### config.mk
export PLATFORM = sky130hd
export DESIGN_NAME = mpool_cfg
export DESIGN_NICKNAME = d
export VERILOG_FILES = /design/src/rtl/mpool_pkg.sv /design/src/rtl/mpool_cfg.sv
export SDC_FILE = /design/constraint.sdc
export NUM_CORES = 1
export LEC_CHECK = 0
export ABC_AREA = 1
export ABC_CLOCK_PERIOD_IN_PS = 1100
export BUFFER_PORTS_ARGS = -buffer_cell sky130_fd_sc_hd__buf_2
export CORE_MARGIN = 2
export CORE_UTILIZATION = 45
export DETAILED_ROUTE_END_ITERATION = 8
export PLACE_DENSITY = 0.85
export SLEW_MARGIN = 20
export SYNTH_ARGS = -nofsm -noshare
export SYNTH_HDL_FRONTEND = slang
export SYNTH_SLANG_ARGS = --single-unit
### constraint.sdc
create_clock -name clk -period 1.1 [get_ports clk]
set_clock_uncertainty 0.2 [all_clocks]
set_input_delay 0.11 -clock clk [delete_from_list [all_inputs] [get_ports clk]]
set_output_delay 0.11 -clock clk [all_outputs]
set_load 0.03 [all_outputs]
### src/rtl/mpool_pkg.sv
`timescale 1ns / 1ps
// Package for the max pooling window core: shared types, register codes and constants.
// Depends on nothing; used by every module of the block but mpool_ram.
package mpool_pkg;

    localparam int SAMPLE_BITS  = 16;
    localparam int DIM_W        = 11;
    localparam int POOL_W       = 5;
    localparam int STRIDE_W     = 4;
    localparam int PAD_W        = 4;
    localparam int COORD_W      = 16;
    localparam int POS_W        = 8;
    localparam int CFG_IDX_W    = 3;
    localparam int CFG_DATA_W   = 9;
    localparam int DIM_REG_W    = 9;
    localparam int POOL_REG_W   = 4;
    localparam int STRIDE_REG_W = 4;
    localparam int PAD_REG_W    = 4;
    localparam int STRIDE_MAX   = 8;

    typedef logic signed [SAMPLE_BITS-1:0] sample_t;
    typedef logic signed [COORD_W-1:0]     coord_t;

    localparam sample_t SAMPLE_MIN = {1'b1, {(SAMPLE_BITS-1){1'b0}}};

    localparam logic [DIM_REG_W-1:0]    IN_WIDTH_RST  = DIM_REG_W'(13);
    localparam logic [DIM_REG_W-1:0]    IN_HEIGHT_RST = DIM_REG_W'(13);
    localparam logic [POOL_REG_W-1:0]   POOL_RST      = POOL_REG_W'(2);
    localparam logic [STRIDE_REG_W-1:0] STRIDE_RST    = STRIDE_REG_W'(2);
    localparam logic [PAD_REG_W-1:0]    PAD_RST       = PAD_REG_W'(0);

    typedef enum logic [CFG_IDX_W-1:0] {
        REG_IN_WIDTH  = 3'd0,
        REG_IN_HEIGHT = 3'd1,
        REG_POOL_SIZE = 3'd2,
        REG_STRIDE    = 3'd3,
        REG_PADDING   = 3'd4
    } cfg_reg_t;

    typedef enum logic {
        REQ_LOAD  = 1'b0,
        REQ_QUERY = 1'b1
    } req_t;

    // Clamped configuration as seen by the window sequencer.
    typedef struct packed {
        logic [DIM_W-1:0]    in_width;
        logic [DIM_W-1:0]    in_height;
        logic [POOL_W-1:0]   pool_size;
        logic [STRIDE_W-1:0] stride;
        logic [PAD_W-1:0]    padding;
    } cfg_t;

endpackage

### src/rtl/mpool_cfg.sv
`timescale 1ns / 1ps
// Configuration register file of the max pooling core; presents clamped values.
// Depends on mpool_pkg.
module mpool_cfg #(
    parameter int MAX_PLANE_SIDE = 256,
    parameter int MAX_POOL       = 8
) (
    input  logic                              clk,
    input  logic                              rst_n,
    input  logic                              cfg_valid,
    output logic                              cfg_ready,
    input  logic [mpool_pkg::CFG_IDX_W-1:0]   cfg_addr,
    input  logic [mpool_pkg::CFG_DATA_W-1:0]  cfg_data,
    output mpool_pkg::cfg_t                   cfg
);
    import mpool_pkg::*;

    logic [DIM_REG_W-1:0]    in_width_reg;
    logic [DIM_REG_W-1:0]    in_height_reg;
    logic [POOL_REG_W-1:0]   pool_size_reg;
    logic [STRIDE_REG_W-1:0] stride_reg;
    logic [PAD_REG_W-1:0]    padding_reg;

    assign cfg_ready = 1'b1;

    always_ff @(posedge clk or negedge rst_n)
    begin
        if (!rst_n)
        begin
            in_width_reg  <= IN_WIDTH_RST;
            in_height_reg <= IN_HEIGHT_RST;
            pool_size_reg <= POOL_RST;
            stride_reg    <= STRIDE_RST;
            padding_reg   <= PAD_RST;
        end
        else if (cfg_valid && cfg_ready)
        begin
            case (cfg_addr)
                REG_IN_WIDTH:  in_width_reg  <= cfg_data[DIM_REG_W-1:0];
                REG_IN_HEIGHT: in_height_reg <= cfg_data[DIM_REG_W-1:0];
                REG_POOL_SIZE: pool_size_reg <= cfg_data[POOL_REG_W-1:0];
                REG_STRIDE:    stride_reg    <= cfg_data[STRIDE_REG_W-1:0];
                REG_PADDING:   padding_reg   <= cfg_data[PAD_REG_W-1:0];
                default:       ;
            endcase
        end
    end

    // Saturate all but padding to the ranges the sequencer supports.
    always_comb
    begin
        if (in_width_reg == '0)
            cfg.in_width = DIM_W'(1);
        else if (DIM_W'(in_width_reg) > DIM_W'(MAX_PLANE_SIDE))
            cfg.in_width = DIM_W'(MAX_PLANE_SIDE);
        else
            cfg.in_width = DIM_W'(in_width_reg);

        if (in_height_reg == '0)
            cfg.in_height = DIM_W'(1);
        else if (DIM_W'(in_height_reg) > DIM_W'(MAX_PLANE_SIDE))
            cfg.in_height = DIM_W'(MAX_PLANE_SIDE);
        else
            cfg.in_height = DIM_W'(in_height_reg);

        if (pool_size_reg == '0)
            cfg.pool_size = POOL_W'(1);
        else if (POOL_W'(pool_size_reg) > POOL_W'(MAX_POOL))
            cfg.pool_size = POOL_W'(MAX_POOL);
        else
            cfg.pool_size = POOL_W'(pool_size_reg);

        if (stride_reg == '0)
            cfg.stride = STRIDE_W'(1);
        else if (stride_reg > STRIDE_W'(STRIDE_MAX))
            cfg.stride = STRIDE_W'(STRIDE_MAX);
        else
            cfg.stride = stride_reg;

        cfg.padding = padding_reg;
    end

endmodule

=== Word-level counts from Yosys, hierarchy flattened ===
Index checks and enable logic that the tools add are counted.

* $lt $le $gt $ge: 4
* Eq/ne operators: 4
* Muxes and demuxes: 8
* Reduce and logical (&&, ||, !) cells: 10

{| class="wikitable"
|+ Operators by type and width
! operator !! count
|-
| $mux W9 || 4
|-
| $gt A9 B9 Y1 const B || 2
|-
| $logic_not A9 Y1 || 2
|-
| $mux W4 || 4
|-
| $reduce_and A2 Y1 || 5
|-
| $gt A4 B4 Y1 const B || 2
|-
| $logic_not A4 Y1 || 2
|-
| $eq A3 B2 Y1 const B || 2
|-
| $eq A3 B1 Y1 const B || 1
|-
| $eq A3 B3 Y1 const B || 1
|-
| $logic_not A3 Y1 || 1
|}

* Register bits: 30

=== Depth between registers and ports, before layout ===
* Depth in word-level cells: 3
* Mapped depth: 6
* Mapped depth without buffers: 5

=== Worst setup path before layout ===
OpenSTA, ideal clock, no wires.

* Path type: register -> output
* Start point: register in_height_reg[4]
* End point: output port cfg[14] in the netlist's numbering
* Arrival time: 1,271 ps
* Required time: 790 ps
* Setup slack: -481 ps
* Stages on the path, launching flop included: 6
* Buffers on the path: 0
* Cells stage by stage: dfrtp_1 nor2_1 nand2_1 o21ai_0 inv_1 nor2_1

{| class="wikitable"
|+ RTL lines
! item !! RTL line !! RTL
|-
| from (decl) || mpool_cfg.sv:19 || <nowiki>logic [DIM_REG_W-1:0] in_height_reg;</nowiki>
|-
| from (signal assigned) || mpool_cfg.sv:40 || <nowiki>REG_IN_HEIGHT: in_height_reg <= cfg_data[DIM_REG_W-1:0];</nowiki>
|-
| to (decl) || mpool_cfg.sv:14 || <nowiki>output mpool_pkg::cfg_t cfg</nowiki>
|}

==> qor.txt <==
pwr dens - 1790 nW/um^2
status - finished with violations
total gr overflow - 0
CTS Root Cell - clkbuf_4
DRT iter0 DRCs - 50
Placeable Area - 3280 um^2
CP max-delay cell - dfrtp_1
cts bufs inserted - 5
Starting Density - 46.4%
first-pass GRT wire length - 7.03 mm
vias in the first global route - 1577
synthesized area - 1520 um^2
Seq/Total Area, Yosys - 50.0%
Post-Route WL - 4.25 mm
Final Power - 0.00457 W
fin crit share - 166%
r2r startpoint - in_height_reg[8]
r2r endpoint - in_height_reg[8]
distinct cell type count after synthesis - 19
failing checks - negative setup slack
final setup fails - 30
Critical Path AT - 1.51 ns
commonest non-fill, non-tap cells in the layout - buf_6 (41), nand2_1 (30), inv_1 (25), dfrtp_1 (20), buf_4 (18)
maximum fanout along the worst path - 7
Post-DP HPWL - 2.49 mm
Synth area leader - dfrtp_1
Skew-Pair Late Insertion Delay - 0.34 ns
pre-CTS setup slack - -0.373 ns
First-pass DRT Iterations - 4
Vias - 1506
#FFs+latches synth - 30
Synth Instances - 188
initial antenna violation count - 0
Max Cap Viol - 0
Synth area leaders - dfrtp_1 (36%), dfstp_2 (14%), nand2_1 (9.4%), inv_1 (8.6%), o21ai_2 (6.9%)
largest net degree at the start of global routing - 31
post-layout min period - 1.82 ns
Max VDD drop - 914 uV
RSZ-0062 raised after global routing - true
Die Y - 62.2 um
Total GRT Usage - 23.9%
reg2reg path depth - 4
Post-route DRC - 0
Worst Setup Path Type - flop to output port
crit-path max cell delay - 0.40 ns
CTS max path bufs - 2
worst-path cell chain - nor2_1 > nand2_1 > o21ai_2 > inv_4 > nor2_4 > buf_6
Max H-tree Level - 2
Leak - 1.28 nW
Nets - 285
Final Max Tran Viols - 0
Synth top area share - 36.2%
Die Area - 3870 um^2
Avg Cell Area, Syn - 8.10 um^2
number of routed nets with antenna violations - 0
CP startpoint kind - flop
Layout Area Growth over Synthesis - 67.9%
Port Buffers - 44
hold path endpoint - in_height_reg[0]
Peak Freq - 0.548 GHz
setup ws final - -0.724 ns
hold path depth - 3
Die X - 62.2 um
Avg WL per Cell - 13.4 um
# IOs - 51
r2r setup slk - 0.01 ns
Critical Path RT - 0.79 ns
row cnt - 21
Final Wtd Congestion - 0.764
hold_sp - cfg_addr[1]
CTS tree - yes
most common cell after layout, fill and taps aside - buf_6
Hold WC Path Type - primary input to flop
Final Hold Violating Endpoints - 0
Syn. warnings - 0
FILL cells - 209
CTS clock-pin slew for the worst setup and hold paths - 0.10 ns
Crit. End Element - output port
mean number of vias per cell - 4.75
clk sink count - 30
share of layout cells above drive strength 1 - 55.7%
# diodes - 0
[layer usage]
| layer | GRT usage (%) | vias up | part of all wire, % |
|---|---|---|---|
| met3 | 6.52 | 20 | 5.1 |
| met5 | 0 | - | 0 |
| met1 | 26.2 | 699 | 37 |
| met2 | 42.4 | 64 | 54 |
| li1 | - | 723 | - |
| met4 | 12.2 | 0 | 4.1 |
[worst max path at each step]
stage,start,end,slack [ns],cells after the start
2_1_floorplan,in_height_reg[1],cfg[14],-0.25,5
3_3_place_gp,in_height_reg[6],cfg[14],-0.35,6
3_5_place_dp,in_height_reg[6],cfg[14],-0.37,6
4_1_cts,in_height_reg[7],cfg[14],-0.72,6
5_1_grt,in_height_reg[4],cfg[19],-0.83,6
6_report,in_height_reg[1],cfg[15],-0.72,6
[per-stage QoR]
step | util [%] | hold slack [ns] | instance area, um^2 | setup TNS (ns) | instances
2_1_floorplan | - | -0.386 | 1700 | -1.88 | 192
3_3_place_gp | 63.3 | -0.133 | 2080 | -4.66 | 294
3_5_place_dp | 63.3 | -0.126 | 2080 | -5.75 | 294
4_1_cts | 75.4 | -0.00487 | 2480 | -12.96 | 316
5_1_grt | 77.8 | 0.0190 | 2560 | -15.04 | 317
6_report | 77.8 | 0.0221 | 2560 | -12.94 | 317
[kinds of logic (layout without fill, tap and decap cells)]
kind of cell / after synthesis / in the layout / share of synthesized area, %
and+or+nand+nor: 73 / 73 / 20.5
DFF: 30 / 30 / 50.0
other: 2 / 6 / 0.493
AOI/OAI and AO/OA: 35 / 35 / 14.8
buffers and inverters: 48 / 127 / 14.3
[what timing repair did]
item,CTS,global route
hold buffers,10,0
setup buffers,5,3
endpoints found under the setup margin,30,36
pin swaps,14,5
hold endpoints to repair,60,0
gates resized for setup,74,25
[power breakdown]
group          leakage (nW)  switching [W]  internal [W]
combinational         0.885        0.00128       0.00109
clock                0.0320       0.000402      0.000243
sequential            0.358       0.000193       0.00135
total                  1.28        0.00188       0.00269
[worst max-delay path, delay by kind of cell, from the launching register on]
family / cells / cell delay (ns)
buf+inv: 2 / 0.25
flops: 1 / 0.40
simple gates: 3 / 0.30
compound gates: 1 / 0.20
[Yosys cell counts]
cell / n
nand2_1: 38
inv_1: 35
nor2_1: 25
dfrtp_1: 22
o21ai_0: 15
o21ai_2: 12
dfstp_2: 8
buf_4: 6
o21ai_1: 6
clkbuf_1: 5
nand3_1: 4
buf_6: 2
conb_1: 2
nor3_1: 2
o21a_1: 2
nand2_2: 1
nand3b_1: 1
nand3b_4: 1
nor2_4: 1
[final cells by class]
class	instances	area, um^2	share of cell area [%]
repair buffers	84	787	30.8
flip-flops and latches	30	763	29.9
clock inverters	2	10.0	0.392
clock buffers	6	41.3	1.62
inverters	35	136	5.34
well taps	46	57.6	2.25
multi-input cells	114	761	29.8
No activity file was read; power rests on OpenSTA's default activity.
