--- src/rtl/mpool_pkg.sv ---
`timescale 1ns / 1ps
// Package for the max pooling window core: shared types, register codes and constants.
// Depends on nothing; used by every module of the block but mpool_ram.
package mpool_pkg;

    localparam int SAMPLE_BITS  = 16;
    localparam int DIM_W        = 11;
    localparam int POOL_W       = 5;
    localparam int STRIDE_W     = 4;
    localparam int PAD_W        = 4;
    localparam int COORD_W      = 16;
    localparam int POS_W        = 8;
    localparam int CFG_IDX_W    = 3;
    localparam int CFG_DATA_W   = 9;
    localparam int DIM_REG_W    = 9;
    localparam int POOL_REG_W   = 4;
    localparam int STRIDE_REG_W = 4;
    localparam int PAD_REG_W    = 4;
    localparam int STRIDE_MAX   = 8;

    typedef logic signed [SAMPLE_BITS-1:0] sample_t;
    typedef logic signed [COORD_W-1:0]     coord_t;

    localparam sample_t SAMPLE_MIN = {1'b1, {(SAMPLE_BITS-1){1'b0}}};

    localparam logic [DIM_REG_W-1:0]    IN_WIDTH_RST  = DIM_REG_W'(13);
    localparam logic [DIM_REG_W-1:0]    IN_HEIGHT_RST = DIM_REG_W'(13);
    localparam logic [POOL_REG_W-1:0]   POOL_RST      = POOL_REG_W'(2);
    localparam logic [STRIDE_REG_W-1:0] STRIDE_RST    = STRIDE_REG_W'(2);
    localparam logic [PAD_REG_W-1:0]    PAD_RST       = PAD_REG_W'(0);

    typedef enum logic [CFG_IDX_W-1:0] {
        REG_IN_WIDTH  = 3'd0,
        REG_IN_HEIGHT = 3'd1,
        REG_POOL_SIZE = 3'd2,
        REG_STRIDE    = 3'd3,
        REG_PADDING   = 3'd4
    } cfg_reg_t;

    typedef enum logic {
        REQ_LOAD  = 1'b0,
        REQ_QUERY = 1'b1
    } req_t;

    // Clamped configuration as seen by the window sequencer.
    typedef struct packed {
        logic [DIM_W-1:0]    in_width;
        logic [DIM_W-1:0]    in_height;
        logic [POOL_W-1:0]   pool_size;
        logic [STRIDE_W-1:0] stride;
        logic [PAD_W-1:0]    padding;
    } cfg_t;

endpackage

--- src/rtl/mpool_ctrl.sv ---
`timescale 1ns / 1ps
// Request sequencer of the max pooling core: writes loads into the plane store,
// walks the window of a query over the store read port and holds the result.
// Depends on mpool_pkg; drives one mpool_ram instance.
module mpool_ctrl #(
    parameter int MAX_PLANE_SIDE = 256,
    parameter int MAX_POOL       = 8
) (
    input  logic                                               clk,
    input  logic                                               rst_n,
    input  mpool_pkg::cfg_t                                    cfg,
    input  logic                                               req_valid,
    output logic                                               req_ready,
    input  mpool_pkg::req_t                                    req_type,
    input  logic [mpool_pkg::POS_W-1:0]                        in_col,
    input  logic [mpool_pkg::POS_W-1:0]                        in_row,
    input  mpool_pkg::sample_t                                 sample,
    input  logic [mpool_pkg::POS_W-1:0]                        out_col,
    input  logic [mpool_pkg::POS_W-1:0]                        out_row,
    output logic                                               res_valid,
    input  logic                                               res_ready,
    output mpool_pkg::sample_t                                 pooled_max,
    output logic                                               any_valid,
    output logic                                               bad_query,
    output logic                                               wr_en,
    output logic [$clog2(MAX_PLANE_SIDE*MAX_PLANE_SIDE)-1:0]   wr_addr,
    output mpool_pkg::sample_t                                 wr_data,
    output logic                                               rd_en,
    output logic [$clog2(MAX_PLANE_SIDE*MAX_PLANE_SIDE)-1:0]   rd_addr,
    input  mpool_pkg::sample_t                                 rd_data
);
    import mpool_pkg::*;

    localparam int ADDR_W = $clog2(MAX_PLANE_SIDE * MAX_PLANE_SIDE);
    localparam int SIDE_W = $clog2(MAX_PLANE_SIDE);
    localparam int CNT_W  = (MAX_POOL > 2) ? $clog2(MAX_POOL) : 1;
    localparam int PROD_W = POS_W + STRIDE_W;

    typedef enum logic [2:0] {
        ST_IDLE,
        ST_SETUP,
        ST_CHECK,
        ST_SCAN,
        ST_DRAIN,
        ST_DONE
    } state_t;

    state_t              state_reg;
    logic [POS_W-1:0]    ox_reg;
    logic [POS_W-1:0]    oy_reg;
    logic [PROD_W-1:0]   prod_x_reg;
    logic [PROD_W-1:0]   prod_y_reg;
    coord_t              x_base_reg;
    coord_t              y_base_reg;
    logic [CNT_W-1:0]    dx_reg;
    logic [CNT_W-1:0]    dy_reg;
    logic                bad_reg;
    sample_t             best_reg;
    logic                any_reg;
    logic                rd_pend_reg;
    logic                res_valid_reg;
    sample_t             pooled_reg;
    logic                any_out_reg;
    logic                bad_out_reg;

    logic                accept;
    coord_t              x0;
    coord_t              y0;
    logic                in_image;
    logic                last_dx;
    logic                last_dy;
    coord_t              n_x;
    coord_t              n_y;
    coord_t              half_pad;
    logic                bad_x;
    logic                bad_y;
    logic                take;

    assign req_ready = (state_reg == ST_IDLE);
    assign accept    = req_valid && req_ready;

    assign wr_en   = accept && (req_type == REQ_LOAD)
                     && (32'(in_col) < MAX_PLANE_SIDE) && (32'(in_row) < MAX_PLANE_SIDE);
    assign wr_addr = ADDR_W'(ADDR_W'(in_row) * ADDR_W'(MAX_PLANE_SIDE) + ADDR_W'(in_col));
    assign wr_data = sample;

    always_comb
    begin
        x0       = x_base_reg + coord_t'(dx_reg);
        y0       = y_base_reg + coord_t'(dy_reg);
        in_image = (x0 >= 0) && (x0 < coord_t'(cfg.in_width))
                   && (y0 >= 0) && (y0 < coord_t'(cfg.in_height));
        last_dx  = (POOL_W'(dx_reg) == cfg.pool_size - POOL_W'(1));
        last_dy  = (POOL_W'(dy_reg) == cfg.pool_size - POOL_W'(1));
        rd_en    = (state_reg == ST_SCAN) && in_image;
        rd_addr  = ADDR_W'(ADDR_W'(y0[SIDE_W-1:0]) * ADDR_W'(MAX_PLANE_SIDE)
                   + ADDR_W'(x0[SIDE_W-1:0]));

        // Position lies beyond the output plane when pos * stride exceeds
        // in - pool + pad; a negative span leaves only position zero, and only
        // while the span is shorter than the stride.
        half_pad = coord_t'(cfg.padding >> 1);
        n_x      = coord_t'(cfg.in_width) - coord_t'(cfg.pool_size) + coord_t'(cfg.padding);
        n_y      = coord_t'(cfg.in_height) - coord_t'(cfg.pool_size) + coord_t'(cfg.padding);
        if (n_x >= 0)
            bad_x = coord_t'(prod_x_reg) > n_x;
        else
            bad_x = (ox_reg != '0) || (-n_x >= coord_t'(cfg.stride));
        if (n_y >= 0)
            bad_y = coord_t'(prod_y_reg) > n_y;
        else
            bad_y = (oy_reg != '0) || (-n_y >= coord_t'(cfg.stride));

        take = rd_pend_reg && (!any_reg || (rd_data > best_reg));
    end

    always_ff @(posedge clk or negedge rst_n)
    begin
        if (!rst_n)
        begin
            state_reg     <= ST_IDLE;
            ox_reg        <= '0;
            oy_reg        <= '0;
            prod_x_reg    <= '0;
            prod_y_reg    <= '0;
            x_base_reg    <= '0;
            y_base_reg    <= '0;
            dx_reg        <= '0;
            dy_reg        <= '0;
            bad_reg       <= 1'b0;
            best_reg      <= SAMPLE_MIN;
            any_reg       <= 1'b0;
            rd_pend_reg   <= 1'b0;
            res_valid_reg <= 1'b0;
            pooled_reg    <= SAMPLE_MIN;
            any_out_reg   <= 1'b0;
            bad_out_reg   <= 1'b0;
        end
        else
        begin
            if (res_valid_reg && res_ready && (state_reg != ST_DONE))
            begin
                res_valid_reg <= 1'b0;
            end

            rd_pend_reg <= rd_en;
            if (take)
            begin
                best_reg <= rd_data;
            end
            if (rd_pend_reg)
            begin
                any_reg <= 1'b1;
            end

            case (state_reg)
                ST_IDLE:
                begin
                    if (accept && (req_type == REQ_QUERY))
                    begin
                        ox_reg    <= out_col;
                        oy_reg    <= out_row;
                        best_reg  <= SAMPLE_MIN;
                        any_reg   <= 1'b0;
                        state_reg <= ST_SETUP;
                    end
                end
                ST_SETUP:
                begin
                    prod_x_reg <= PROD_W'(ox_reg) * PROD_W'(cfg.stride);
                    prod_y_reg <= PROD_W'(oy_reg) * PROD_W'(cfg.stride);
                    state_reg  <= ST_CHECK;
                end
                ST_CHECK:
                begin
                    x_base_reg <= coord_t'(prod_x_reg) - half_pad;
                    y_base_reg <= coord_t'(prod_y_reg) - half_pad;
                    bad_reg    <= bad_x || bad_y;
                    dx_reg     <= '0;
                    dy_reg     <= '0;
                    state_reg  <= (bad_x || bad_y) ? ST_DONE : ST_SCAN;
                end
                ST_SCAN:
                begin
                    if (last_dx)
                    begin
                        dx_reg <= '0;
                        if (last_dy)
                            state_reg <= ST_DRAIN;
                        else
                            dy_reg <= dy_reg + CNT_W'(1);
                    end
                    else
                    begin
                        dx_reg <= dx_reg + CNT_W'(1);
                    end
                end
                ST_DRAIN:
                begin
                    state_reg <= ST_DONE;
                end
                ST_DONE:
                begin
                    if (!res_valid_reg || res_ready)
                    begin
                        res_valid_reg <= 1'b1;
                        pooled_reg    <= best_reg;
                        any_out_reg   <= any_reg;
                        bad_out_reg   <= bad_reg;
                        state_reg     <= ST_IDLE;
                    end
                    else
                    begin
                        res_valid_reg <= 1'b1;
                    end
                end
                default:
                begin
                    state_reg <= ST_IDLE;
                end
            endcase
        end
    end

    assign res_valid  = res_valid_reg;
    assign pooled_max = pooled_reg;
    assign any_valid  = any_out_reg;
    assign bad_query  = bad_out_reg;

endmodule

--- config.mk ---
export PLATFORM = sky130hd
export DESIGN_NAME = mpool_ctrl
export DESIGN_NICKNAME = d
export VERILOG_FILES = /design/src/rtl/mpool_pkg.sv /design/src/rtl/mpool_ctrl.sv
export SDC_FILE = /design/constraint.sdc
export NUM_CORES = 1
export LEC_CHECK = 0
export BUFFER_PORTS_ARGS = -buffer_cell sky130_fd_sc_hd__buf_2
export CAP_MARGIN = 5
export CORE_MARGIN = 1
export CORE_UTILIZATION = 41
export DETAILED_ROUTE_END_ITERATION = 7
export PLACE_DENSITY = 0.58
export SYNTH_ARGS = -nofsm -noshare
export SYNTH_HDL_FRONTEND = slang
export SYNTH_SLANG_ARGS = --single-unit
--- constraint.sdc ---
create_clock -name clk -period 4.1 [get_ports clk]
set_input_delay 0.41 -clock clk [delete_from_list [all_inputs] [get_ports clk]]
set_output_delay 0.41 -clock clk [all_outputs]
set_load 0.02 [all_outputs]
Word level (Yosys, flattened, before mapping) --
Index checks and enable logic that the tools add are counted.
Cells by class: multiply operators 2, mux-type cells 21, add/sub/neg operators 15, eq/ne operators 13, order comparisons 11, reduce and logical (&&, ||, !) cells 26, bitwise gates (word level) 1
Operators with widths (count):
- $mux W16 | 3
- $add A16 B4 Y16 | 2
- $add A16 B8 Y16 | 2
- $ge A16 B1 Y1 const B | 2
- $ge A16 B5 Y1 | 2
- $lt A16 B12 Y1 | 2
- $neg A13 Y16 | 2
- $add A12 B5 Y13 | 2
- $ge A13 B1 Y1 const B | 2
- $gt A13 B13 Y1 | 2
- $sub A12 B3 Y13 | 2
- $mul A8 B4 Y12 | 2
- $mux W3 | 8
- $sub A11 B5 Y12 | 2
- $pmux W3 S6 | 1
- $gt A16 B16 Y1 | 1
- $reduce_bool A8 Y1 | 2
- $pmux W3 S2 | 2
- $eq A3 B5 Y1 | 2
- $logic_and A1 B1 Y1 | 10
- $ne A2 B2 Y1 const B | 4
- $mux W1 | 7
- $add A3 B1 Y3 const B | 2
- $eq A3 B2 Y1 const B | 2
- other kinds (13) | 21
Storage, ports and cells: output and inout bits 70, input bits 104, register bits 119, logic and storage cells 106

Longest topological paths before layout --
word-level depth 9, mapped depth 23, mapped depth without buffers 23

Worst setup path after synthesis --
No wires, ideal clock.
path kind in2reg, from in cfg[9] in the netlist's numbering, to reg bad_reg, data arrival time 4206 ps, data required time 3962 ps, buffers on the path 0, path slack -245 ps, cell stages on the path 20, path through inv_1 -> ha_1 -> nor2b_1 -> o21a_1 -> nor2_1 -> xnor2_1 -> ha_1 -> and2_1 -> a311o_1 -> and4_1 -> a2111oi_0 -> o31a_1 -> ha_1 -> a21o_1 -> a211oi_1 -> a21oi_1 -> o21ai_0 -> a21oi_1 -> a221oi_2 -> a21oi_1
On the way: longest elaborated chain between the ends 7
RTL lines:
- from (decl) | RTL line mpool_ctrl.sv:11 | input mpool_pkg::cfg_t cfg,
- $sub A11 B5 Y12, on equally long branches | RTL line mpool_ctrl.sv:103, mpool_ctrl.sv:104
- $add A12 B5 Y13, on equally long branches | RTL line mpool_ctrl.sv:103, mpool_ctrl.sv:104
- $neg A13 Y16, on equally long branches | RTL line mpool_ctrl.sv:108, mpool_ctrl.sv:112
- $ge A16 B5 Y1, on equally long branches | RTL line mpool_ctrl.sv:108, mpool_ctrl.sv:112
- $logic_or A1 B1 Y1, on equally long branches | RTL line mpool_ctrl.sv:108, mpool_ctrl.sv:112
- $mux W1, on equally long branches | RTL line mpool_ctrl.sv:105, mpool_ctrl.sv:109
- $logic_or A1 B1 Y1 * | RTL line mpool_ctrl.sv:178 | bad_reg <= bad_x || bad_y;
- to (signal assigned) | RTL line mpool_ctrl.sv:178
- to (decl) | RTL line mpool_ctrl.sv:57 | logic bad_reg;
Every way passes the cells marked *; elsewhere a longest branch is shown, timed or not. A chain may end at the register's enable or synchronous reset.

Worst setup path after layout --
Ends and elaborated chain as after synthesis.

==> reports/metrics.cfg <==
[synth]
synth-seq-cells=113
synth-simple-area-share_pct=18.7
async_flop_share_pct=100
synth-edff-count=0
syn_nets=1566
ys_top_cells_by_area=dfrtp_1, ha_1, fa_1
synthAdderAreaFrac_pct=21.9
yosys_warnings=0
synth.distinct_cells=76
syn_area_mm2=0.0111
synth_top_family_by_area=adder cells
syn_inst=1287
yosysTopAreaCellShare_pct=24.9
syn_area_per_cell_um2=8.65
ys.flop_type=dfrtp_1
ys_seq_area_share_pct=25.4
yosys.area.top_type=dfrtp_1
synth_xor_xnor_area_share_pct=7.52
synth_compound_area_share_pct=15.4
synthMuxAreaShare_pct=3.53

[cells_and_area]
fill_cells=2529
finalNetCount=1759
regArea_mm2=0.00284
drive_gt1_share_pct=25.1
syn_to_final_growth_pct=22.3
antenna_cells=0
stdcell_count=1828
multi_input_area_mm2=0.00777

[pwr]
switchingPower_mw=4.21
clock_power_share_pct=16.3
finalPower_mw=9.13
power_frac_comb_pct=59.9
power_density_mw_per_mm2=671
ir_drop_mv=0.359
power_switching_share_pct=46.1
p_seq_share_pct=23.8
p_leak_nw=6.93
intPower_mw=4.93

[global_route]
grt_pass1_wl_um=47000
grt_overflow=0
grt_max_degree=49
grt_pass1_vias=9301
antenna_found_initial=0
track_usage_pct=20.9

[timing]
worstMarginPinSlew_ns=0.753
setup_violations=3
rsz0062_at_grt=true
finalHoldViolCount=5
hold_ws_ns=-0.00934
period_needed_ns=4.24
fmax_mhz=236
setup_tns_ns=-0.405
min_period_over_period_pct=103
maxSlewHeadroom_pct=49.3
final.setup_skew_ns=0.0163
worst_slack_ns=-0.141
slew_violations=0

[placed_design]
placed_cells_incl_taps=1775
place_ws_ns=-0.582
io_buffers=109
dpl.hpwl_um=22500
gp_congestion=0.840

[worst_setup_path]
path_class=input pin to flip-flop
arrival_ns=4.52
end_kind=flip-flop
cpPeakStageDelay_ns=0.59
required_ns=4.38
crit_path_cell_trace=buf_8 > clkinvlp_4 > buf_6 > fa_2 > inv_2 > fa_2 > nand2b_4 > a21o_1 > nor2_2 > nand2_2 > nor2_4 > o32ai_4 > xnor2_2 > ha_1 > and4_4 > a21oi_2 > a21boi_1 > o311a_1 > a211oi_2 > o21ai_1 > a221oi_2 > buf_4 > a21oi_2
cp.buffers_inverters=5
cp_top_family=compound AO/OA/AOI/OAI gates
path_max_fanout=5
start_kind=input pin
slowest_stage=fa_2

[outcome]
outcome=finished with violations
violations=hold timing, setup timing

[routing]
drc=0
wire_per_inst_um=15.5
drt_pass1_iterations=5
ant_nets=0
via_per_inst=5.18
vias=9472
drt_iter0_drc=456
drt_wl_total_um=28400

[clock_tree]
clock-root-buffer=clkbuf_16
clk_latency_ns=0.42
cts_buffer_depth=2
cts_max_level=4
cts.sinks=113
hold_buffers=0
tritoncts=done
cts_buffers=17
clk_pin_slew_worst_paths_ns=0.07

[die]
die_y_um=167
fp-row-count=59
chipWidth_um=167
core_mm2=0.0264
io_pins=174
dieArea_mm2=0.0278
start_util_pct=42.2

[job]
drv_cap=0

[min_path]
hold_path_class=input pin to async pin

[through the flow]
stage | instance area, um^2 | utilization, %
final | 13600 | 51.7
after global placement | 12600 | 48.0
after floorplan | 11200 | -
after CTS | 13400 | 50.7
after global routing | 13600 | 51.7
after detailed placement | 12600 | 48.0
[layout make-up]
type                       count  share of cell area, %
inverter                     121                   3.36
multi-input combinational    988                   57.0
timing repair buffer         239                   11.4
clock inverter                15                   1.18
tap                          335                   3.08
clock buffer                  17                   3.12
sequential                   113                   20.8
[routing by layer]
layer / up-vias / global-route usage (%) / wire length, um
met5: - / 0 / 0
met2: 167 / 33.3 / 12800
met4: 0 / 4.31 / 357
met1: 4487 / 30.1 / 14300
li1: 4791 / - / -
met3: 27 / 2.90 / 901
[timing repair]
action                                  in CTS  in global routing
setup buffers                               12                  9
pin swaps                                   20                 37
endpoints found under the hold margin        0                  0
resized for setup                           21                 38
endpoints found under the setup margin       6                  6
[synth_stat cells, drive strengths merged, types with 3 or more instances]
master and number:
a2111oi 4, a211o 4, a211oi 5, a21o 29
a21oi 51, a22o 4, a22oi 3, and2 33
and3 4, and4 5, buf 38, clkbuf 27
dfrtp 111, fa 33, ha 142, inv 121
mux2 18, mux2i 19, nand2 170, nand2b 11
nand3 29, nand3b 4, nand4 17, nor2 73
nor2b 21, nor3 26, nor3b 7, nor4 11
o211ai 3, o21a 13, o21ai 77, o21bai 16
o311a 3, o311ai 4, o31ai 4, o41ai 5
or2 5, or3 6, or3b 3, or4 5
xnor2 64, xor2 29
[power by group through the flow]
| stage | Combinational, mW | Sequential, mW | Clock (mW) |
|---|---|---|---|
| finish | 5.47 | 2.18 | 1.49 |
| global route | 6.19 | 2.25 | 1.57 |
| CTS | 5.32 | 2.17 | 1.51 |
| detailed placement | 5.19 | 2.18 | 0 |
| global placement | 5.09 | 2.17 | 0 |
| floorplan | 3.74 | 2.07 | 0 |
[worst paths after layout]
check | startpoint | endpoint | slack, ns | cells past startpoint
hold / removal | rst_n | pooled_max[5] | -0.009 | 1
hold reg to reg | y_base_reg[7] | y_base_reg[7] | 0.48 | 2
setup reg to reg | ox_reg[1] | prod_x_reg[11] | 0.29 | 15
setup / recovery | cfg[9] | bad_reg | -0.14 | 23
max in group asynchronous | rst_n | x_base_reg[1] | 3.20 | 2
min in group clk | out_col[7] | ox_reg[7] | 0.17 | 3
[placed cells by master, fill, tap and decap left out, drive strengths merged, types with 5 or more instances in the layout]
cell type	count
a211oi	5
a21o	29
a21oi	51
and2	33
and4	5
buf	239
clkbuf	17
dfrtp	111
fa	33
ha	142
inv	131
mux2	18
mux2i	19
nand2	170
nand2b	11
nand3	29
nand4	17
nor2	73
nor2b	21
nor3	26
nor3b	7
nor4	11
o21a	13
o21ai	77
o21bai	16
o41ai	5
or2	5
or3	6
or4	5
xnor2	64
xor2	29
[cell families (layout without fill, tap and decap cells)]
logic type / after synthesis / in the layout
flops: 113 / 113
xor+xnor: 94 / 94
mux: 37 / 37
buf+inv: 186 / 392
fa+ha+maj: 175 / 175
simple gates: 432 / 432
compound gates: 250 / 250
No activity file was read; power rests on OpenSTA's default activity.
